[config.mk]
export PLATFORM = sky130hd
export DESIGN_NAME = pse_ctrl
export DESIGN_NICKNAME = d
export VERILOG_FILES = /design/src/rtl/core/pse_pkg.sv /design/src/rtl/core/pse_ctrl.sv
export SDC_FILE = /design/constraint.sdc
export NUM_CORES = 1
export LEC_CHECK = 0
export BUFFER_PORTS_ARGS = -buffer_cell sky130_fd_sc_hd__buf_2
export CORE_MARGIN = 2
export CORE_UTILIZATION = 45
export CTS_CLUSTER_SIZE = 24
export DETAILED_ROUTE_END_ITERATION = 10
export PLACE_DENSITY = 0.79
export REMOVE_ABC_BUFFERS = 1
export SYNTH_ARGS = -nofsm -noshare
export SYNTH_HDL_FRONTEND = slang
export SYNTH_SLANG_ARGS = --single-unit
[constraint.sdc]
create_clock -name clock -period 5.2 [get_ports clock]
set_input_delay 0.78 -clock clock [delete_from_list [all_inputs] [get_ports clock]]
set_output_delay 0.78 -clock clock [all_outputs]
set_load 0.1 [all_outputs]
[src/rtl/core/pse_pkg.sv]
package pse_pkg;

   localparam int SCREEN_COLS = 40;
   localparam int SCREEN_ROWS = 25;
   localparam int CELLS       = SCREEN_ROWS * SCREEN_COLS;
   localparam int ADDR_W      = $clog2(CELLS);
   localparam int ROW_W       = 5;
   localparam int COL_W       = 6;
   localparam int GLYPH_W     = 8;

   localparam logic [GLYPH_W-1:0] CH_RETURN  = 8'd10;
   localparam logic [GLYPH_W-1:0] CH_DOWN    = 8'd17;
   localparam logic [GLYPH_W-1:0] CH_HOME    = 8'd19;
   localparam logic [GLYPH_W-1:0] CH_DELETE  = 8'd20;
   localparam logic [GLYPH_W-1:0] CH_CTRL_MAX = 8'd26;
   localparam logic [GLYPH_W-1:0] CH_RIGHT   = 8'd29;
   localparam logic [GLYPH_W-1:0] CH_BLANK   = 8'd32;
   localparam logic [GLYPH_W-1:0] CH_QUOTE   = 8'd34;
   localparam logic [GLYPH_W-1:0] CH_BAR     = 8'd124;
   localparam logic [GLYPH_W-1:0] CH_FKEY_LO = 8'd133;
   localparam logic [GLYPH_W-1:0] CH_FKEY_HI = 8'd140;
   localparam logic [GLYPH_W-1:0] CH_UP      = 8'd145;
   localparam logic [GLYPH_W-1:0] CH_CLEAR   = 8'd147;
   localparam logic [GLYPH_W-1:0] CH_INSERT  = 8'd148;
   localparam logic [GLYPH_W-1:0] CH_LEFT    = 8'd157;

   // memory phase the datapath runs: idle, a wipe, copy or fill sweep, or a read
   typedef enum logic [2:0] {
      PH_IDLE      = 3'd0,
      PH_WIPE      = 3'd1,
      PH_EDIT_COPY = 3'd2,
      PH_EDIT_FILL = 3'd3,
      PH_SCRL_COPY = 3'd4,
      PH_SCRL_FILL = 3'd5,
      PH_READ      = 3'd6
   } phase_type;

   typedef struct packed {
      logic      accept;
      logic      load;
      phase_type load_ph;
      phase_type ph;
   } cmd_type;

   typedef struct packed {
      logic last;
      logic clear;
      logic ed_copy;
      logic ed_fill;
      logic scroll;
   } status_type;

endpackage

[src/rtl/core/pse_ctrl.sv]
module pse_ctrl (
   input  logic               clock,
   input  logic               reset,
   input  logic               start,
   input  logic               req_action,
   input  pse_pkg::status_type sts,
   output pse_pkg::cmd_type   cmd,
   output logic               busy,
   output logic               rsp_strobe
);
   import pse_pkg::*;

   typedef enum logic [9:0] {
      ST_INIT      = 10'b00_0000_0001,
      ST_IDLE      = 10'b00_0000_0010,
      ST_PLAN      = 10'b00_0000_0100,
      ST_WIPE      = 10'b00_0000_1000,
      ST_EDIT_COPY = 10'b00_0001_0000,
      ST_EDIT_FILL = 10'b00_0010_0000,
      ST_SCRL_COPY = 10'b00_0100_0000,
      ST_SCRL_FILL = 10'b00_1000_0000,
      ST_READ      = 10'b01_0000_0000,
      ST_RESP      = 10'b10_0000_0000
   } state_type;

   state_type state_ff, state_in;

   function automatic phase_type ph_of(input state_type s);
      phase_type p;
      case (s)
         ST_INIT:      p = PH_WIPE;
         ST_WIPE:      p = PH_WIPE;
         ST_EDIT_COPY: p = PH_EDIT_COPY;
         ST_EDIT_FILL: p = PH_EDIT_FILL;
         ST_SCRL_COPY: p = PH_SCRL_COPY;
         ST_SCRL_FILL: p = PH_SCRL_FILL;
         ST_READ:      p = PH_READ;
         default:      p = PH_IDLE;
      endcase
      return p;
   endfunction

   always_comb begin
      state_in   = state_ff;
      cmd.accept = 1'b0;
      case (state_ff)
         ST_INIT: begin
            if (sts.last) state_in = ST_IDLE;
         end
         ST_IDLE: begin
            if (start) begin
               cmd.accept = 1'b1;
               state_in   = req_action ? ST_READ : ST_PLAN;
            end
         end
         ST_PLAN: begin
            if (sts.clear)        state_in = ST_WIPE;
            else if (sts.ed_copy) state_in = ST_EDIT_COPY;
            else if (sts.ed_fill) state_in = ST_EDIT_FILL;
            else if (sts.scroll)  state_in = ST_SCRL_COPY;
            else                  state_in = ST_RESP;
         end
         ST_WIPE: begin
            if (sts.last) state_in = ST_RESP;
         end
         ST_EDIT_COPY: begin
            if (sts.last) state_in = ST_EDIT_FILL;
         end
         ST_EDIT_FILL: begin
            if (sts.last) state_in = sts.scroll ? ST_SCRL_COPY : ST_RESP;
         end
         ST_SCRL_COPY: begin
            if (sts.last) state_in = ST_SCRL_FILL;
         end
         ST_SCRL_FILL: begin
            if (sts.last) state_in = ST_RESP;
         end
         ST_READ: state_in = ST_RESP;
         ST_RESP: state_in = ST_IDLE;
         default: state_in = ST_IDLE;
      endcase

      // load the sweep pointer when entering a sweep state
      cmd.ph      = ph_of(state_ff);
      cmd.load_ph = ph_of(state_in);
      cmd.load    = (state_in != state_ff) && (cmd.load_ph != PH_IDLE) &&
                    (cmd.load_ph != PH_READ);
   end

   assign busy       = (state_ff != ST_IDLE);
   assign rsp_strobe = (state_ff == ST_RESP);

   always_ff @(posedge clock) begin
      if (reset) state_ff <= ST_INIT;
      else       state_ff <= state_in;
   end

endmodule

==> metrics.txt <==
Worst Hold Margin=0.620 ns; DRC Markers=0; Hold Crit Class=reg2reg; core area=roughly 2000 um2; max-slew headroom at the worst pin=68.6%; Detailed Route Iter0 Violations=39; Synth warnings=0; vias in the first global route=960; Starting Density=a little under half; Avg Cell Area, Syn=7.70 um2; CP arrival=around 2.6 ns; input/output buffers=18; Area contributors post-synth=dfxtp_1 21%, nor2_1 8.8%, nand3_1 5.3%; diode count=0; root buf cell=clkbuf_4; RSZ-0062 raised after global routing=false; Routed WL per cell=approximately 15 um; first-pass GRT wire length=4110 um; fraction of registers with async set/reset=0%; critical path data required time=4.42 ns; CP Max Fanout=7; most common cell after layout, fill and taps aside=nor2_1; f_max=between 0.2 and 0.3 GHz; status=finished clean; Least-Margin Pin Slew=approximately 0.46 ns; post-CTS setup buffers=0; max FFs per register=10; CTS H-tree depth=1; Final min period=3.41 ns; row count=16; Hold Vio Cnt, Final=0; I/O pin count=19; clock sinks=10; Post-DRT Antenna Nets=0; VDD IR-drop max=approximately 0.00018 V; Synth top area share=between 20% and 30%; layout cells sized above 1=25.0%; clk slew on worst S/H paths=0.07 ns; Top reg by flops=state_ff; Layout area overhead=8.66%; post-synthesis cell type count=42; fin crit share=65.6%; Detailed Routing Iterations Pass 1=4; clock tree buffer depth=2; via count=986; Fill cells=slightly below 200; largest net degree at the start of global routing=13; Final nets=146; Synth Register Bits=10; Max Clock Skew=0.000852 ns; gpl congestion=1.01; EDFF count, synth=0; Placement Setup Slack=2.12 ns; HPWL after DPL=1880 um; Top FF cell, synth=dfxtp_1; most frequent cells in the layout=22 x nor2_1, 18 x buf_2, 10 x nand3_1, 10 x dfxtp_1; Static Leak=roughly 0.47 nW; cells after synthesis=122; sequential fraction of the synthesis area=21.3%; Cell Area, Synth=~940 um2; Largest regs=state_ff x10; Setup TNS Final=0 ns; CTS tree=built; Die Ht=between 40 and 50 um; Synth area leader=dfxtp_1; TritonCTS Buffers=3; count of maximum capacitance violations=0; clk_lat worst skew=0.26 ns; die area=2470 um2; Power Density=242 nW/um2; Crit. End Element=output pin; max-slew violations=0; Die Width=49.7 um; GRT Util Overall=21.0%; final setup margin=1.79 ns; hold_buf cts=0; Setup Viol. Count Final=0; routed vias/inst=between 6 and 7; Startpoint Class=flip-flop; GRT overflow=0; Total Wirelength=2410 um; initial antenna violation count=0; CTS resizes=0; crit path kind=reg2out
## routing by layer
metal | track usage [%] | vias to the layer above | share of wire, % | routed length, um
met5 | 0 | - | 0 | 0
met1 | 25.4 | 433 | 39 | 935
met2 | 33.3 | 66 | 46 | 1110
met3 | 4.55 | 15 | 10 | 248
met4 | 13.4 | 0 | 4.5 | 109
li1 | - | 472 | - | -
## worst max-delay path, cell delays in order (launching register included)
cell and delay, ns:
dfxtp_1 0.41, nor4_4 0.47, nand3_2 0.13, or3b_4 0.47
a41oi_4 0.18, nand4_1 0.12, a21oi_1 0.13, buf_2 0.44
## power breakdown
part / switching [W] / internal [W]
clock: 0.0000275 / 0.0000425
sequential: 0.00000552 / 0.0000786
combinational: 0.0000666 / 0.0000263
## layout make-up
cell class | count | area [um2] | area share [%]
Multi-Input combinational cell | 99 | 638 | 62.5
Sequential cell | 10 | 200 | 19.6
Timing Repair Buffer | 19 | 97.6 | 9.56
Clock buffer | 4 | 36.3 | 3.55
Tap cell | 27 | 33.8 | 3.31
Inverter | 4 | 15.0 | 1.47
## path summary, 6_finish.rpt
check,start,endpoint,slack (ns),cells past startpoint
max,state_ff[1]$_SDFF_PP0_,cmd[6],1.79,7
min,state_ff[3]$_SDFF_PP0_,state_ff[3]$_SDFF_PP0_,0.62,2
max reg2reg,state_ff[1]$_SDFF_PP0_,state_ff[1]$_SDFF_PP0_,3.37,5
min reg2reg,state_ff[3]$_SDFF_PP0_,state_ff[3]$_SDFF_PP0_,0.62,2
## cells by family (layout without fill, tap and decap cells)
kind of cell	count (synthesis)	in the layout	synth area share (%)
simple gates	74	74	46.5
compound gates	20	20	16.8
buf+inv	13	27	10.8
flops	10	10	21.3
xor+xnor	5	5	4.66
## cells in the mapped netlist, types with 3 or more instances
cell type,count
a21oi_1,7
clkbuf_8,3
dfxtp_1,10
inv_1,4
nand2_1,7
nand3_1,10
nand4_1,5
nor2_1,22
nor2b_1,5
nor3_1,3
nor4_1,3
xor2_1,5
## through the flow
step / cells / total power, W / area, um2 / util (%)
2_1_floorplan: 113 / 0.000159 / 853 / -
3_3_place_gp: 159 / 0.000177 / 985 / 50.2
3_5_place_dp: 159 / 0.000177 / 985 / 50.2
4_1_cts: 163 / 0.000249 / 1020 / 52.0
5_1_grt: 163 / 0.000259 / 1020 / 52.0
6_report: 163 / 0.000247 / 1020 / 52.0
(Power assumes the default switching activity.)
